--- src/rtl/differential_pulse_distance_framer_unit_macros.svh ---
// Assertion helpers for the pulse framer.
`ifndef DIFFERENTIAL_PULSE_DISTANCE_FRAMER_UNIT_MACROS_SVH
`define DIFFERENTIAL_PULSE_DISTANCE_FRAMER_UNIT_MACROS_SVH

`ifndef ASSERT_OFF
`define DPDF_ASSERT_SAME(lbl, clk, rst, ante, cons) \
   lbl: assert property (@(posedge clk) disable iff (rst) (ante) |-> (cons)) \
      else $error("framer check failed");
`define DPDF_ASSERT_NEXT(lbl, clk, rst, ante, cons) \
   lbl: assert property (@(posedge clk) disable iff (rst) (ante) |=> (cons)) \
      else $error("framer check failed");
`else
`define DPDF_ASSERT_SAME(lbl, clk, rst, ante, cons)
`define DPDF_ASSERT_NEXT(lbl, clk, rst, ante, cons)
`endif

`endif

--- src/rtl/dpdf_pkg.sv ---
package dpdf_pkg;

   localparam int unsigned NUM_REGS    = 6;
   localparam int unsigned NUM_PERIODS = 5;
   localparam int unsigned MAX_PULSES  = 5;
   localparam int unsigned TIME_W      = 16;
   localparam int unsigned CODE_W      = 3;
   localparam int unsigned IDX_W       = 3;
   localparam int unsigned CSR_IDX_W   = 3;

   typedef logic [CODE_W-1:0] code_type;
   typedef logic [TIME_W-1:0] time_type;
   typedef logic [IDX_W-1:0]  idx_type;

   localparam code_type CODE_ONE   = 3'd1;  // AGC, or a 0 bit after a 1 reference
   localparam code_type CODE_TWO   = 3'd2;
   localparam code_type CODE_THREE = 3'd3;
   localparam code_type CODE_STOP  = 3'd4;
   localparam code_type CODE_START = 3'd5;

   localparam logic [CSR_IDX_W-1:0] REG_PERIOD1 = 3'd0;
   localparam logic [CSR_IDX_W-1:0] REG_PERIOD2 = 3'd1;
   localparam logic [CSR_IDX_W-1:0] REG_PERIOD3 = 3'd2;
   localparam logic [CSR_IDX_W-1:0] REG_PERIOD4 = 3'd3;
   localparam logic [CSR_IDX_W-1:0] REG_PERIOD5 = 3'd4;
   localparam logic [CSR_IDX_W-1:0] REG_STROBE  = 3'd5;

   typedef struct packed {
      code_type [MAX_PULSES-1:0] codes;
      idx_type                   count;
      logic                      prev_bit;
   } plan_type;

   function automatic code_type code_for(input logic prev, input logic bit_val);
      if (!prev) begin
         return bit_val ? CODE_THREE : CODE_TWO;
      end
      return bit_val ? CODE_TWO : CODE_ONE;
   endfunction

endpackage

--- src/rtl/dpdf_if.sv ---
interface dpdf_req_if;
   logic valid;
   logic ready;
   logic data_bit;
   logic first_of_frame;
   logic last_of_frame;
   logic empty_frame;

   modport source (output valid, data_bit, first_of_frame, last_of_frame, empty_frame,
                   input ready);
   modport sink   (input valid, data_bit, first_of_frame, last_of_frame, empty_frame,
                   output ready);
endinterface

interface dpdf_rsp_if;
   logic        valid;
   logic        ready;
   logic [2:0]  pulse_code;
   logic [15:0] period_us;
   logic [15:0] low_us;
   logic [15:0] gap_us;
   logic        last_pulse;

   modport source (output valid, pulse_code, period_us, low_us, gap_us, last_pulse,
                   input ready);
   modport sink   (input valid, pulse_code, period_us, low_us, gap_us, last_pulse,
                   output ready);
endinterface

--- src/rtl/differential_pulse_distance_framer_unit.sv ---
// Pulse framer: each accepted bit beat yields one to five pulse descriptors, one per
// cycle while the output register is free, in order AGC, AGC, START (when the bit
// opens a frame or the frame is empty), the data pulse (none for an empty frame), then
// STOP (when the bit closes a frame or the frame is empty). The sequencer holds an item
// until its final descriptor moves into the output register; the next bit is accepted
// in that same cycle. The user is to write the period registers and the strobe time
// through the csr port only while the block is idle; the block does not enforce this.
`include "differential_pulse_distance_framer_unit_macros.svh"

module differential_pulse_distance_framer_unit
   import dpdf_pkg::*;
(
   input  logic                  clock,
   input  logic                  reset,
   dpdf_req_if.sink              req_ch,
   dpdf_rsp_if.source            rsp_ch,
   input  logic                  csr_we,
   input  logic [CSR_IDX_W-1:0]  csr_index,
   input  logic [TIME_W-1:0]     csr_wdata
);

   time_type [NUM_PERIODS-1:0] period_ff;
   time_type                   strobe_ff;

   plan_type                   plan;
   code_type [MAX_PULSES-1:0]  seq_codes_ff;
   idx_type                    seq_count_ff;
   idx_type                    seq_idx_ff, seq_idx_in;
   logic                       busy_ff, busy_in;
   logic                       prev_bit_ff;

   logic                       rsp_valid_ff, rsp_valid_in;
   code_type                   rsp_code_ff;
   time_type                   rsp_period_ff;
   time_type                   rsp_low_ff;
   time_type                   rsp_gap_ff;
   logic                       rsp_last_ff;

   code_type                   cur_code;
   time_type                   cur_period;
   time_type                   cur_gap;
   logic                       out_free;
   logic                       advance;
   logic                       at_last;
   logic                       req_ready;
   logic                       accept;

   // csr
   always_ff @(posedge clock) begin
      if (reset) begin
         period_ff <= '0;
         strobe_ff <= '0;
      end else if (csr_we) begin
         case (csr_index)
            REG_PERIOD1: period_ff[0] <= csr_wdata;
            REG_PERIOD2: period_ff[1] <= csr_wdata;
            REG_PERIOD3: period_ff[2] <= csr_wdata;
            REG_PERIOD4: period_ff[3] <= csr_wdata;
            REG_PERIOD5: period_ff[4] <= csr_wdata;
            REG_STROBE:  strobe_ff    <= csr_wdata;
            default: ;
         endcase
      end
   end

   dpdf_plan u_plan (
      .data_bit       (req_ch.data_bit),
      .first_of_frame (req_ch.first_of_frame),
      .last_of_frame  (req_ch.last_of_frame),
      .empty_frame    (req_ch.empty_frame),
      .prev_bit       (prev_bit_ff),
      .plan           (plan)
   );

   assign out_free  = !rsp_valid_ff || rsp_ch.ready;
   assign advance   = busy_ff && out_free;
   assign at_last   = (seq_idx_ff == idx_type'(seq_count_ff - IDX_W'(1)));
   assign req_ready = !busy_ff || (advance && at_last);
   assign accept    = req_ch.valid && req_ready;

   always_comb begin
      busy_in    = busy_ff;
      seq_idx_in = seq_idx_ff;
      if (accept) begin
         busy_in    = 1'b1;
         seq_idx_in = '0;
      end else if (advance) begin
         busy_in    = !at_last;
         seq_idx_in = idx_type'(seq_idx_ff + IDX_W'(1));
      end
      rsp_valid_in = advance ? 1'b1 : (rsp_valid_ff && !rsp_ch.ready);
   end

   always_ff @(posedge clock) begin
      if (reset) begin
         busy_ff      <= 1'b0;
         seq_idx_ff   <= '0;
         prev_bit_ff  <= 1'b1;
         rsp_valid_ff <= 1'b0;
      end else begin
         busy_ff      <= busy_in;
         seq_idx_ff   <= seq_idx_in;
         rsp_valid_ff <= rsp_valid_in;
         if (accept) begin
            prev_bit_ff <= plan.prev_bit;
         end
      end
   end

   always_ff @(posedge clock) begin
      if (accept) begin
         seq_codes_ff <= plan.codes;
         seq_count_ff <= plan.count;
      end
   end

   assign cur_code = seq_codes_ff[seq_idx_ff];

   dpdf_pulse_fmt u_fmt (
      .code       (cur_code),
      .periods    (period_ff),
      .strobe_low (strobe_ff),
      .period_us  (cur_period),
      .gap_us     (cur_gap)
   );

   always_ff @(posedge clock) begin
      if (advance) begin
         rsp_code_ff   <= cur_code;
         rsp_period_ff <= cur_period;
         rsp_low_ff    <= strobe_ff;
         rsp_gap_ff    <= cur_gap;
         rsp_last_ff   <= at_last;
      end
   end

   assign req_ch.ready      = req_ready;
   assign rsp_ch.valid      = rsp_valid_ff;
   assign rsp_ch.pulse_code = rsp_code_ff;
   assign rsp_ch.period_us  = rsp_period_ff;
   assign rsp_ch.low_us     = rsp_low_ff;
   assign rsp_ch.gap_us     = rsp_gap_ff;
   assign rsp_ch.last_pulse = rsp_last_ff;

   `DPDF_ASSERT_NEXT(a_accept_starts, clock, reset, accept, busy_ff && seq_idx_ff == '0)
   `DPDF_ASSERT_SAME(a_idx_in_range, clock, reset, busy_ff, seq_idx_ff < seq_count_ff)
   `DPDF_ASSERT_NEXT(a_last_marked, clock, reset, advance && at_last,
                     rsp_valid_ff && rsp_last_ff)
   `DPDF_ASSERT_SAME(a_code_legal, clock, reset, rsp_valid_ff,
                     rsp_code_ff >= CODE_ONE && rsp_code_ff <= CODE_START)

endmodule

--- src/rtl/dpdf_plan.sv ---
module dpdf_plan
   import dpdf_pkg::*;
(
   input  logic     data_bit,
   input  logic     first_of_frame,
   input  logic     last_of_frame,
   input  logic     empty_frame,
   input  logic     prev_bit,
   output plan_type plan
);

   always_comb begin
      plan.codes    = {MAX_PULSES{CODE_ONE}};
      plan.count    = IDX_W'(1);
      plan.prev_bit = data_bit;
      if (empty_frame) begin
         plan.codes[0] = CODE_ONE;
         plan.codes[1] = CODE_ONE;
         plan.codes[2] = CODE_START;
         plan.codes[3] = CODE_STOP;
         plan.count    = IDX_W'(4);
         plan.prev_bit = 1'b1;
      end else if (first_of_frame) begin
         // preamble resets the reference to 1
         plan.codes[0] = CODE_ONE;
         plan.codes[1] = CODE_ONE;
         plan.codes[2] = CODE_START;
         plan.codes[3] = code_for(1'b1, data_bit);
         plan.codes[4] = CODE_STOP;
         plan.count    = last_of_frame ? IDX_W'(5) : IDX_W'(4);
      end else begin
         plan.codes[0] = code_for(prev_bit, data_bit);
         plan.codes[1] = CODE_STOP;
         plan.count    = last_of_frame ? IDX_W'(2) : IDX_W'(1);
      end
   end

endmodule

--- src/rtl/dpdf_pulse_fmt.sv ---
module dpdf_pulse_fmt
   import dpdf_pkg::*;
(
   input  code_type                   code,
   input  time_type [NUM_PERIODS-1:0] periods,
   input  time_type                   strobe_low,
   output time_type                   period_us,
   output time_type                   gap_us
);

   always_comb begin
      case (code)
         CODE_ONE:   period_us = periods[0];
         CODE_TWO:   period_us = periods[1];
         CODE_THREE: period_us = periods[2];
         CODE_STOP:  period_us = periods[3];
         CODE_START: period_us = periods[4];
         default:    period_us = '0;
      endcase
      gap_us = (period_us > strobe_low) ? time_type'(period_us - strobe_low) : '0;
   end

endmodule

--- src/flat_wrapper.sv ---
// flat-port wrapper written by rule: the top's interface ports become plain ports
module differential_pulse_distance_framer_unit_flat import dpdf_pkg::*;
  (clock, reset, csr_we, csr_index, csr_wdata, req_ch_valid, req_ch_data_bit, req_ch_first_of_frame, req_ch_last_of_frame, req_ch_empty_frame, req_ch_ready, rsp_ch_valid, rsp_ch_pulse_code, rsp_ch_period_us, rsp_ch_low_us, rsp_ch_gap_us, rsp_ch_last_pulse, rsp_ch_ready);
  dpdf_req_if req_ch_i ();
  dpdf_rsp_if rsp_ch_i ();
  input  logic clock;
  input  logic reset;
  input  logic csr_we;
  input  logic [CSR_IDX_W-1:0] csr_index;
  input  logic [TIME_W-1:0] csr_wdata;
  input wire logic [$bits(req_ch_i.valid)-1:0] req_ch_valid;
  input wire logic [$bits(req_ch_i.data_bit)-1:0] req_ch_data_bit;
  input wire logic [$bits(req_ch_i.first_of_frame)-1:0] req_ch_first_of_frame;
  input wire logic [$bits(req_ch_i.last_of_frame)-1:0] req_ch_last_of_frame;
  input wire logic [$bits(req_ch_i.empty_frame)-1:0] req_ch_empty_frame;
  output wire logic [$bits(req_ch_i.ready)-1:0] req_ch_ready;
  output wire logic [$bits(rsp_ch_i.valid)-1:0] rsp_ch_valid;
  output wire logic [$bits(rsp_ch_i.pulse_code)-1:0] rsp_ch_pulse_code;
  output wire logic [$bits(rsp_ch_i.period_us)-1:0] rsp_ch_period_us;
  output wire logic [$bits(rsp_ch_i.low_us)-1:0] rsp_ch_low_us;
  output wire logic [$bits(rsp_ch_i.gap_us)-1:0] rsp_ch_gap_us;
  output wire logic [$bits(rsp_ch_i.last_pulse)-1:0] rsp_ch_last_pulse;
  input wire logic [$bits(rsp_ch_i.ready)-1:0] rsp_ch_ready;
  assign req_ch_i.valid = req_ch_valid;
  assign req_ch_i.data_bit = req_ch_data_bit;
  assign req_ch_i.first_of_frame = req_ch_first_of_frame;
  assign req_ch_i.last_of_frame = req_ch_last_of_frame;
  assign req_ch_i.empty_frame = req_ch_empty_frame;
  assign req_ch_ready = req_ch_i.ready;
  assign rsp_ch_valid = rsp_ch_i.valid;
  assign rsp_ch_pulse_code = rsp_ch_i.pulse_code;
  assign rsp_ch_period_us = rsp_ch_i.period_us;
  assign rsp_ch_low_us = rsp_ch_i.low_us;
  assign rsp_ch_gap_us = rsp_ch_i.gap_us;
  assign rsp_ch_last_pulse = rsp_ch_i.last_pulse;
  assign rsp_ch_i.ready = rsp_ch_ready;
  differential_pulse_distance_framer_unit u_core (.clock(clock), .reset(reset), .req_ch(req_ch_i), .rsp_ch(rsp_ch_i), .csr_we(csr_we), .csr_index(csr_index), .csr_wdata(csr_wdata));
endmodule
--- config.mk ---
export PLATFORM = sky130hd
export DESIGN_NAME = differential_pulse_distance_framer_unit_flat
export DESIGN_NICKNAME = d
export VERILOG_FILES = /design/src/rtl/dpdf_pkg.sv /design/src/rtl/dpdf_if.sv /design/src/rtl/differential_pulse_distance_framer_unit.sv /design/src/rtl/dpdf_plan.sv /design/src/rtl/dpdf_pulse_fmt.sv /design/src/flat_wrapper.sv
export VERILOG_INCLUDE_DIRS = /design/src /design/src/rtl
export SDC_FILE = /design/constraint.sdc
export NUM_CORES = 1
export LEC_CHECK = 0
export BUFFER_PORTS_ARGS = -buffer_cell sky130_fd_sc_hd__buf_4
export CORE_ASPECT_RATIO = 0.9
export CORE_UTILIZATION = 45
export CTS_CLUSTER_SIZE = 24
export DETAILED_ROUTE_END_ITERATION = 16
export GPL_TIMING_DRIVEN = 0
export PLACE_DENSITY = 0.62
export SYNTH_ARGS = -nofsm -noshare
export SYNTH_HDL_FRONTEND = slang
export SYNTH_SLANG_ARGS = --single-unit
--- constraint.sdc ---
create_clock -name clock -period 9 [get_ports clock]
set_input_delay 1.8 -clock clock [delete_from_list [all_inputs] [get_ports clock]]
set_output_delay 1.8 -clock clock [all_outputs]
set_load 0.01 [all_outputs]
==> results by group, run 1 <==
Run status
  • Outcome: complete, no violations

Routing
  • Routed len/inst: 15.53 µm
  • Final ANT Viol Nets: 0
  • Metal-1 WL: 7931 µm
  • Drt total wl: 17,270 µm
  • DRC viols: 0
  • Top layer in use: met4
  • Pre-antenna DRT Iters: 5
  • Drt initial violations: 463
  • Routed length on met2: 7911 µm
  • Vias: 5,852
  • DR vias/cell: 5.263
  • Met3 wire len: 1137 µm

CTS
  • CTS hold repair buffers: 0
  • Root buf cell: clkbuf_16
  • CTS tree: built
  • CTS buffer count: 17
  • Clk sinks: 165
  • H-Tree Depth: 4
  • Worst-path clk slew: 60 ps
  • Number of setup buffers added after CTS: 0
  • Clk Latency, worst-skew pair: 430 ps
  • Clk buf depth: 2
  • Post-CTS sizing: 0

STA
  • Skew final: 8.038 ps
  • RSZ-0062 raised after global routing: false
  • Worst slew margin relative to its limit: 48.96%
  • Crit path time final: 4330 ps
  • Slew @ Worst Pin: 765.7 ps
  • Setup TNS: 0 ps
  • Final hold viol count: 0
  • Setup ws final: 4670 ps
  • F_max: 0.2309 GHz
  • Slew Limit Fails: 0
  • Period Utilization, post-route: 48.12%
  • Final setup fails: 0

Placed design
  • Port bufs: 80
  • Worst slack at placement: 4651 ps
  • Placed cell count: 1,080
  • Placed inst area: 0.008056 mm²
  • Placer Congestion: 0.8332
  • Final HPWL DP: 12,810 µm

Cells and area
  • Layout cells sized above 1: 13.96%
  • Antenna Cells: 0
  • Final Net Count: 945
  • Post-Layout Cell Count: 1,112
  • Area grow syn2layout: 19.65%
  • Design Area, Final: 0.008586 mm²
  • Filler Cells Inserted: 1,440

GRT
  • Global Route Usage Sum: 22.26%
  • Initial antenna violation count: 0
  • Vias in the first global route: 5,511
  • Overflow after GRT: 0
  • Largest net degree at the start of global routing: 35
  • First-pass GRT wire length: 27,880 µm

Pwr
  • Peak VDD IR: 0.0001847 V
  • Final Power: 0.001760 W
  • Pwr per Cell Area: 205.0 mW/mm²
  • Leakage: 3.158 nW

Yosys
  • Synth async-reset ratio: 0%
  • Post-synth EDFFs: 63
  • Synth unique cells: 49
  • Mapped Cells: 797
  • Top-area cell type share of the netlist area: 28.46%
  • Yosys top cell by area: dfxtp_1
  • Total number of yosys warnings: 0
  • Syn avg cell area: 9.003 µm²
  • Syn Std Cell Area: 0.007176 mm²
  • Largest cells by area after synthesis: dfxtp_1 (28%), edfxtp_1 (26%), nand2_1 (12%)
  • Prevailing post-synth register cell: dfxtp_1
  • Synth Register Bits: 165
  • Post-synth net total: 845
  • Seq/Total Area, Yosys: 54.82%

Worst hold path
  • Hold WC Path Type: flip-flop to flip-flop

Die
  • Die width: 135.1 µm
  • Io pins: 82
  • Core area: 0.01549 mm²
  • Initial Util: 46.31%
  • Die area: 0.01646 mm²
  • Die height: 121.8 µm
  • Num rows: 43

Setup path
  • R2r setup slk: 4730 ps
  • Crit path max fanout: 3
  • Setup Crit Path Kind: primary input to output pin
  • Crit path required time: 7200 ps
  • Critical Path Start Type: primary input
  • CP arrival: 2530 ps
  • CP endpoint kind: output pin

Job
  • Max cap viols: 0
==> sequential cells by signal, indices dropped and copies added (netlist names) <==
name                      cells
u_core.period_ff             80
u_core.rsp_ch.gap_us         16
u_core.rsp_ch.low_us         16
u_core.rsp_ch.period_us      16
u_core.strobe_ff             16
u_core.seq_codes_ff           9
u_core.rsp_ch.pulse_code      3
u_core.seq_idx_ff             3
u_core.seq_count_ff           2
u_core.busy_ff                1
u_core.prev_bit_ff            1
u_core.rsp_ch.last_pulse      1
u_core.rsp_ch.valid           1
==> placed cells by master (no fill, tap or decap), drive strengths merged, types with 2 or more instances in the layout <==
| master | Yosys | final |
|---|---|---|
| nand2 | 231 | 231 |
| a21oi | 148 | 148 |
| dfxtp | 102 | 102 |
| buf | 14 | 95 |
| edfxtp | 63 | 63 |
| clkbuf | 33 | 60 |
| inv | 29 | 29 |
| nor2 | 27 | 27 |
| ha | 19 | 19 |
| a221oi | 13 | 13 |
| o21ai | 12 | 12 |
| nor3 | 11 | 11 |
| mux2i | 11 | 11 |
| xor2 | 9 | 9 |
| nand3 | 8 | 8 |
| xnor2 | 7 | 7 |
| nor2b | 7 | 7 |
| and2 | 6 | 6 |
| and3 | 5 | 5 |
| clkinv | 0 | 5 |
| a22o | 4 | 4 |
| a21o | 4 | 4 |
| a31oi | 4 | 4 |
| nand4 | 3 | 3 |
| o21a | 3 | 3 |
| o211ai | 3 | 3 |
| o2bb2ai | 2 | 2 |
| mux2 | 2 | 2 |
| nand2b | 2 | 2 |
| o31a | 2 | 2 |
==> layer usage <==
layer | up-vias | global-route usage, %
met3 | 28 | 4.619
met4 | 0 | 8.287
li1 | 2931 | -
met1 | 2679 | 29.11
met5 | - | 0
met2 | 214 | 36.35
==> where the power goes <==
part           internal (W)  leakage, nW  switching [W]  total (W)
registers          0.000822         1.43      0.0000126   0.000834
logic              0.000108         1.46       0.000164   0.000273
clock network      0.000381        0.264       0.000272   0.000654
total               0.00131         3.16       0.000449    0.00176
==> cells in the mapped netlist (2+ instances only) <==
| cell type | instances |
|---|---|
| o21a_1 | 3 |
| nand4_1 | 3 |
| nor2_1 | 26 |
| and3_1 | 5 |
| nor2b_1 | 7 |
| a221oi_1 | 13 |
| o21ai_0 | 12 |
| nand3_1 | 8 |
| nand2_1 | 231 |
| buf_1 | 2 |
| o2bb2ai_1 | 2 |
| edfxtp_1 | 63 |
| nor3_1 | 11 |
| a21o_1 | 4 |
| buf_6 | 2 |
| a22o_1 | 4 |
| mux2_2 | 2 |
| a31oi_1 | 4 |
| inv_1 | 28 |
| clkbuf_1 | 32 |
| nand2b_1 | 2 |
| o211ai_1 | 3 |
| mux2i_1 | 11 |
| dfxtp_1 | 102 |
| a21oi_1 | 148 |
| buf_2 | 8 |
| ha_1 | 19 |
| buf_4 | 2 |
| xnor2_1 | 7 |
| and2_1 | 5 |
| xor2_1 | 9 |
| o31a_1 | 2 |
==> metrics by stage <==
stage | util [%] | hold slack [ps]
after global placement | 51.82 | 441.8
final | 55.41 | 453.0
after global routing | 55.41 | 467.4
after floorplan | - | 430.0
after CTS | 55.41 | 454.5
after detailed placement | 51.99 | 446.3
==> critical path: stages <==
cell and delay [ps]:
buf_4 110, nor2b_1 240, o21ai_0 200, buf_4 180
==> final cells by class <==
type | count | area, µm² | share of cell area [%]
Clock inverter | 5 | 25.02 | 0.2915
Timing Repair Buffer | 81 | 620.6 | 7.228
Multi-Input combinational cell | 556 | 2930 | 34.13
Sequential cell | 165 | 3934 | 45.82
Inverter | 29 | 108.9 | 1.268
Tap cell | 202 | 252.7 | 2.944
Buffer | 47 | 210.2 | 2.448
Clock buffer | 27 | 504.2 | 5.873
==> cells by family after synthesis <==
family	after synthesis	synth area share (%)
and+or+nand+nor	307	17.65
AOI/OAI and AO/OA	200	15.69
DFF	165	54.82
buffers and inverters	76	4.446
adders and majority gates	20	3.592
xor gates and xnor gates	16	1.953
muxes	13	1.848
==> worst paths after layout <==
| check | from | end | cells after the start |
|---|---|---|---|
| setup / recovery | rsp_ch_ready | req_ch_ready | 4 |
| hold / removal | u_core.period_ff[20]$_SDFFE_PP0P_ | u_core.period_ff[20]$_SDFFE_PP0P_ | 2 |
| setup reg to reg | u_core.seq_idx_ff[1]$_SDFFE_PP0P_ | u_core.rsp_ch.gap_us[11]$_SDFFCE_PP0P_ | 16 |
| hold reg to reg | u_core.period_ff[20]$_SDFFE_PP0P_ | u_core.period_ff[20]$_SDFFE_PP0P_ | 2 |
Power figures use the tool's default switching activity.
==> run 2, diff against run 1 <==
Settings changed: PLACE_DENSITY 0.62 to 0.65.
Clock period 9 ns to 3.8 ns, I/O delays scaled along.
==> run 2 against run 1 <==
  * Clock power up 140%
  * Core utilization up 3.5 points
  * Sequential cell count unchanged
  * Sequential power up 140%
  * Critical path depth up 12
  * Wire length up 0.90%
  * Final cell count up 1.3%
==> results by group, run 2 (synthesis gave the netlist of run 1 again) <==
Run status
  • Outcome: complete, no violations

Setup path
  • Setup Crit Path Kind: flip-flop to flip-flop
  • Crit-path cells: buf_6 -> or3b_1 -> a21o_1 -> and2_4 -> buf_6 -> buf_4 -> a21oi_2 -> a21oi_2 -> ha_4 -> nand4_1 -> nor2_2 -> a21boi_4 -> o21ai_1 -> a21o_2 -> buf_4 -> nor3_1
  • CP Buf/Inv Count: 4
  • Worst path slowest cell: or3b_1
  • CP endpoint kind: flip-flop
  • CP arrival: 3910 ps
  • Critical Path Start Type: flip-flop
  • Crit path max fanout: 10
  • Crit path required time: 4080 ps
  • RR Startpoint: u_core.seq_idx_ff[1]$_SDFFE_PP0P_
  • Worst R2R End: u_core.rsp_ch.gap_us[13]$_SDFFCE_PP0P_
  • Worst r2r path cells: 16
  • Largest stage delay, worst path: 340 ps
  • R2r setup slk: 170 ps
  • Cell family with most CP delay: simple AND/OR/NAND/NOR gates

CTS
  • Clk sinks: 165
  • H-Tree Depth: 4
  • CTS buffer count: 17
  • Root buf cell: clkbuf_16
  • Clk buf depth: 2
  • CTS hold repair buffers: 0
  • Worst-path clk slew: 60 ps
  • CTS tree: built
  • Clk Latency, worst-skew pair: 440 ps

Worst hold path
  • Hold Crit Endpoint: u_core.period_ff[65]$_SDFFE_PP0P_
  • Hold WC Path Type: flip-flop to flip-flop
  • Hold Path Cell Cnt: 2
  • Hold path start: u_core.period_ff[65]$_SDFFE_PP0P_

Routing
  • Routed len/inst: 15.47 µm
  • DRC viols: 0
  • Vias: 5,859
  • Pre-antenna DRT Iters: 8
  • Drt initial violations: 400
  • Drt total wl: 17,430 µm
  • DR vias/cell: 5.199
  • Final ANT Viol Nets: 0

Cells and area
  • Most flops, register: u_core.period_ff
  • Area grow syn2layout: 27.15%
  • Max reg flops: 80
  • Highest-count cells in the layout ignoring fill and taps: nand2_1 (231), a21oi_1 (124), dfxtp_1 (101), buf_4 (97), edfxtp_1 (63)
  • Design Area, Final: 0.009124 mm²
  • Antenna Cells: 0
  • Commonest non-fill, non-tap cell in the layout: nand2_1
  • Final Net Count: 960
  • Layout cells sized above 1: 21.62%

STA
  • Final hold viol count: 0
  • Worst slew margin relative to its limit: 46.09%
  • F_max: 0.2755 GHz
  • Period Utilization, post-route: 95.53%
  • Slew @ Worst Pin: 808.7 ps
  • Skew final: 13.98 ps
  • Crit path time final: 3630 ps
  • Final hold slack: 453.3 ps
  • Slew Limit Fails: 0
  • Final setup fails: 0

Pwr
  • Comb power frac: 18.3%
  • Pwr per Cell Area: 478.2 mW/mm²
  • P_int: 0.003239 W
  • Peak VDD IR: 0.0003663 V
  • Flop pwr share: 45.3%
  • Clock power frac: 36.4%
  • Leakage: 3.333 nW
  • Sw frac: 25.77%
  • Final Power: 0.004363 W
  • Psw: 0.001125 W

Die
  • Num rows: 43
  • Core area: 0.01549 mm²
  • Die area: 0.01646 mm²
  • Io pins: 82
  • Die width: 135.1 µm
  • Initial Util: 46.31%
  • Die height: 121.8 µm

Placed design
  • Final HPWL DP: 12,440 µm
  • Port bufs: 80
  • Placer Congestion: 0.8241
  • Placed inst area: 0.008056 mm²

Job
  • Max cap viols: 0

GRT
  • Overflow after GRT: 0
  • Largest net degree at the start of global routing: 38
  • Initial antenna violation count: 0
  • Vias in the first global route: 5,268
  • Global Route Usage Sum: 21.91%
  • First-pass GRT wire length: 27,560 µm
==> run 2: cell types whose count changed in the layout (fill, tap and decap cells not counted), sizes merged <==
cell / previous run / this run
buf: 95 / 109
clkbuf: 60 / 63
clkinv: 5 / 2
clkinvlp: 0 / 1
==> run 2: timing repair <==
item,4_1_cts,5_1_grt
endpoints found under the setup margin,16,16
resized for setup,24,68
buffers inserted,2,13
gates cloned,1,1
pin swaps,4,18
==> run 2: how the worst max path moves through the flow <==
stage | from | to | slack [ps] | depth (start not counted)
finish | u_core.seq_idx_ff[1]$_SDFFE_PP0P_ | u_core.rsp_ch.gap_us[13]$_SDFFCE_PP0P_ | 170 | 16
global route | u_core.seq_idx_ff[1]$_SDFFE_PP0P_ | u_core.rsp_ch.gap_us[2]$_SDFFCE_PP0P_ | -10 | 17
CTS | u_core.seq_idx_ff[0]$_SDFFE_PP0P_ | u_core.rsp_ch.gap_us[10]$_SDFFCE_PP0P_ | -2 | 18
detailed placement | u_core.seq_idx_ff[1]$_SDFFE_PP0P_ | u_core.rsp_ch.gap_us[9]$_SDFFCE_PP0P_ | -420 | 17
global placement | u_core.seq_idx_ff[1]$_SDFFE_PP0P_ | u_core.rsp_ch.gap_us[9]$_SDFFCE_PP0P_ | -450 | 17
floorplan | u_core.seq_idx_ff[0]$_SDFFE_PP0P_ | u_core.rsp_ch.gap_us[10]$_SDFFCE_PP0P_ | 320 | 16
==> run 2: power groups by stage <==
stage,combinational (W),sequential (W),clock [W]
4_1_cts,0.000675,0.00198,0.00161
3_5_place_dp,0.000638,0.00201,0
6_report,0.000797,0.00198,0.00159
3_3_place_gp,0.000627,0.00201,0
5_1_grt,0.000874,0.00199,0.00169
2_1_floorplan,0.000375,0.00204,0
==> run 2: final cells by class <==
type | count | area [µm²]
Buffer | 45 | 239.0
Clock buffer | 29 | 528.0
Clock inverter | 3 | 17.52
Fill cell | 1406 | 6371
Inverter | 29 | 111.4
Multi-Input combinational cell | 556 | 3271
Sequential cell | 165 | 3935
Tap cell | 202 | 252.7
Timing Repair Buffer | 98 | 769.5
==> run 2: per-layer routing <==
layer  share of wire [%]  track usage, %  vias to the layer above  wire (µm)
li1                    -               -                     2962          -
met1                  48           30.01                     2689       8338
met3                 5.4           5.202                       29        945
met4                 1.9           6.531                        0        337
met5                   0               0                        -          0
met2                  45           34.36                      179       7808
==> run 2: worst reg2reg max path: stages, from the launching register on <==
cell and delay, ps:
dfxtp_1 320, buf_6 140, or3b_1 340, a21o_1 210, and2_4 180, buf_6 140
buf_4 190, a21oi_2 200, a21oi_2 110, ha_4 330, nand4_1 200, nor2_2 210
a21boi_4 210, o21ai_1 90, a21o_2 270, buf_4 160, nor3_1 180
==> run 2: metrics by stage <==
step	TNS [ps]	setup slack [ps]	std cells	utilization, %
2_1_floorplan	0	316.9	797	-
3_3_place_gp	-5643	-447.7	1079	51.83
3_5_place_dp	-5315	-424.7	1080	51.99
4_1_cts	-3.229	-1.990	1115	56.11
5_1_grt	-28.11	-14.15	1127	58.88
6_report	0	169.9	1127	58.88
==> run 3, diff against run 2 <==
Settings changed: ABC_AREA from default to 1, MAX_ROUTING_LAYER from default to met4, PLACE_DENSITY 0.65 to 0.64.
==> run 3 against run 2 <==
  * Critical path depth grew 5
  * Die area up 6.8%
  * Clock power grew 8%
  * Non-clock buffer count shrank 21
  * Sequential power is essentially flat
  * Sequential cell count stayed put
  * Via count increased by 13%
  * Global-route usage increased by 2.6 points
  * Sequential share of layout area shrank 0.079 points
  * Register-to-register slack improved by 230 ps
  * Wire length grew 15%
==> results by group, run 3 <==
Run status
  • Outcome: complete, no violations

Setup path
  • Largest stage delay, worst path: 380 ps
  • CP arrival: 3590 ps
  • Worst R2R End: u_core.rsp_ch.gap_us[5]$_SDFFCE_PP0P_
  • Cell family with most CP delay: simple AND/OR/NAND/NOR gates
  • Crit path max fanout: 10
  • R2r setup slk: 400 ps
  • CP endpoint kind: flip-flop
  • Crit path required time: 3980 ps
  • CP Buf/Inv Count: 4
  • Setup Crit Path Kind: flip-flop to flip-flop
  • Worst path slowest cell: ha_1
  • RR Startpoint: u_core.seq_idx_ff[0]$_SDFFE_PP0P_
  • Crit-path cells: buf_6 -> nor2_1 -> nor2_1 -> nand3_1 -> nand2_4 -> inv_4 -> buf_2 -> nand4_1 -> nand2_1 -> nor2_1 -> nand2_1 -> ha_1 -> a21oi_1 -> nor2_1 -> nor2_1 -> nand2_1 -> nand2_1 -> nand2_1 -> nand2_2 -> buf_6 -> nor2_2
  • Critical Path Start Type: flip-flop
  • Worst r2r path cells: 21

Yosys
  • Mapped Cells: 937
  • Total number of yosys warnings: 0
  • Most common cell in the netlist: nor2_1
  • Largest cells by area after synthesis: dfxtp_1 (27%), edfxtp_1 (25%), nor2_1 (8.7%)
  • Yosys top cell by area: dfxtp_1
  • Top-area cell type share of the netlist area: 26.62%
  • Synth unique cells: 35
  • Prevailing post-synth register cell: dfxtp_1
  • Post-synth EDFFs: 63
  • Synth Register Bits: 165
  • Seq/Total Area, Yosys: 51.28%
  • Syn avg cell area: 8.187 µm²
  • Post-synth net total: 985
  • Synth async-reset ratio: 0%
  • Synth cell count leaders: nor2_1 (177), inv_1 (116), o21ai_0 (110), nand2_1 (105), dfxtp_1 (102)
  • Syn Std Cell Area: 0.007671 mm²

CTS
  • H-Tree Depth: 4
  • Worst-path clk slew: 60 ps
  • CTS tree: built
  • CTS hold repair buffers: 0
  • Clk Latency, worst-skew pair: 430 ps
  • Root buf cell: clkbuf_16
  • Post-CTS sizing: 0
  • Clk buf depth: 2
  • CTS buffer count: 17
  • Number of setup buffers added after CTS: 0
  • Clk sinks: 165

STA
  • Final setup fails: 0
  • Crit path time final: 3401 ps
  • F_max: 0.2940 GHz
  • Setup TNS: 0 ps
  • Setup ws final: 399.0 ps
  • Slew Limit Fails: 0
  • Final hold slack: 430.5 ps
  • Period Utilization, post-route: 89.50%
  • Final hold viol count: 0
  • Skew final: 8.816 ps
  • RSZ-0062 raised after global routing: false
  • Worst slew margin relative to its limit: 49.52%
  • Slew @ Worst Pin: 754.3 ps

Routing
  • Routed len/inst: 15.88 µm
  • DRC viols: 0
  • Final ANT Viol Nets: 0
  • Vias: 6,599
  • DR vias/cell: 5.246
  • Pre-antenna DRT Iters: 5
  • Drt initial violations: 540
  • Drt total wl: 19,980 µm

Die
  • Die width: 139.6 µm
  • Initial Util: 46.76%
  • Core area: 0.01641 mm²
  • Io pins: 82
  • Die area: 0.01757 mm²
  • Num rows: 44
  • Die height: 125.9 µm

Pwr
  • Peak VDD IR: 0.0003152 V
  • Pwr per Cell Area: 485.6 mW/mm²
  • Leakage: 3.971 nW
  • Final Power: 0.004437 W

Cells and area
  • Antenna Cells: 0
  • Commonest non-fill, non-tap cell in the layout: nor2_1
  • Layout cells sized above 1: 14.84%
  • Most flops, register: u_core.period_ff
  • Post-layout util: 55.70%
  • Final Net Count: 1,086
  • Max reg flops: 80
  • Area grow syn2layout: 19.12%
  • Highest-count cells in the layout ignoring fill and taps: nor2_1 (177), inv_1 (115), o21ai_0 (110), nand2_1 (105), dfxtp_1 (102)

Worst hold path
  • Hold WC Path Type: flip-flop to flip-flop
  • Hold Path Cell Cnt: 0
  • Hold Crit Endpoint: u_core.rsp_ch.low_us[11]$_DFFE_PP_
  • Hold path start: u_core.strobe_ff[11]$_SDFFE_PP0P_

GRT
  • First-pass GRT wire length: 31,910 µm
  • Global Route Usage Sum: 24.56%
  • Vias in the first global route: 6,068
  • Largest net degree at the start of global routing: 45
  • Overflow after GRT: 0
  • Initial antenna violation count: 0

Placed design
  • Port bufs: 81
  • Placer Congestion: 0.9499
  • Worst slack at placement: 487.3 ps
  • Final HPWL DP: 14,930 µm

Job
  • Max cap viols: 0
-- run 3: changes by cell type after synthesis, sizes merged, moves of 8 or more --
cell,before,now
nor2,27,186
nand2,231,110
o21ai,12,125
inv,29,120
a21oi,148,70
nand3,8,49
nand4,3,29
clkbuf,33,18
a221oi,13,0
mux2i,11,0
nor3,11,2
buf,14,22
-- run 3: where the power goes --
part	internal [W]	switching, W	total (W)
clock	0.00102	0.000688	0.00171
combinational	0.000269	0.000475	0.000745
sequential	0.00195	0.0000335	0.00199
-- run 3: worst reg2reg max path: cells and delay by family (launching register included) --
family	cells	cell delay (ps)
and+or+nand+nor	15	1540
buffers and inverters	4	620
adders and majority gates	1	380
DFF	1	360
AOI/OAI and AO/OA	1	260
-- run 3: logic make-up after synthesis --
kind of cell / after synthesis / share of synthesized area, %
XOR/XNOR: 12 / 1.370
AO/OA/AOI/OAI: 197 / 13.06
adder cells (fa/ha/maj): 20 / 3.360
AND/OR/NAND/NOR: 383 / 21.97
buffers and inverters: 160 / 8.955
flip-flops: 165 / 51.28
-- run 3: final cells by class --
type                    instances  area (µm²)
clock buffers                  23       479.2
fillers                      1561        7268
multi-input cells             612        3050
inverters                     120       452.9
plain buffers                  40       234.0
repair buffers                 82       628.1
clock inverters                 9       100.1
well taps                     207       259.0
flip-flops and latches        165        3934
-- run 3: per-layer routing --
layer	track usage [%]	vias up	wire (µm)
met2	34.82	225	8552
met5	-	-	0
met4	7.111	0	267
met3	5.057	25	1409
li1	-	3293	-
met1	35.22	3056	9751
-- run 3: metrics by stage --
stage	cell area, µm²	instances
floorplan	7671	937
global placement	8538	1225
detailed placement	8558	1226
CTS	9138	1258
global route	9138	1258
finish	9138	1258
-- run 3: how the worst max path moves through the flow --
stage / endpoint / slack (ps) / startpoint / cells after the start
global placement: req_ch_ready / -170 / rsp_ch_ready / 8
CTS: u_core.rsp_ch.gap_us[15]$_SDFFCE_PP0P_ / 440 / u_core.seq_idx_ff[0]$_SDFFE_PP0P_ / 20
detailed placement: u_core.rsp_ch.gap_us[2]$_SDFFCE_PP0P_ / 490 / u_core.seq_idx_ff[0]$_SDFFE_PP0P_ / 21
global route: u_core.rsp_ch.gap_us[1]$_SDFFCE_PP0P_ / 140 / u_core.seq_idx_ff[0]$_SDFFE_PP0P_ / 20
floorplan: req_ch_ready / 690 / rsp_ch_ready / 6
finish: u_core.rsp_ch.gap_us[5]$_SDFFCE_PP0P_ / 400 / u_core.seq_idx_ff[0]$_SDFFE_PP0P_ / 21
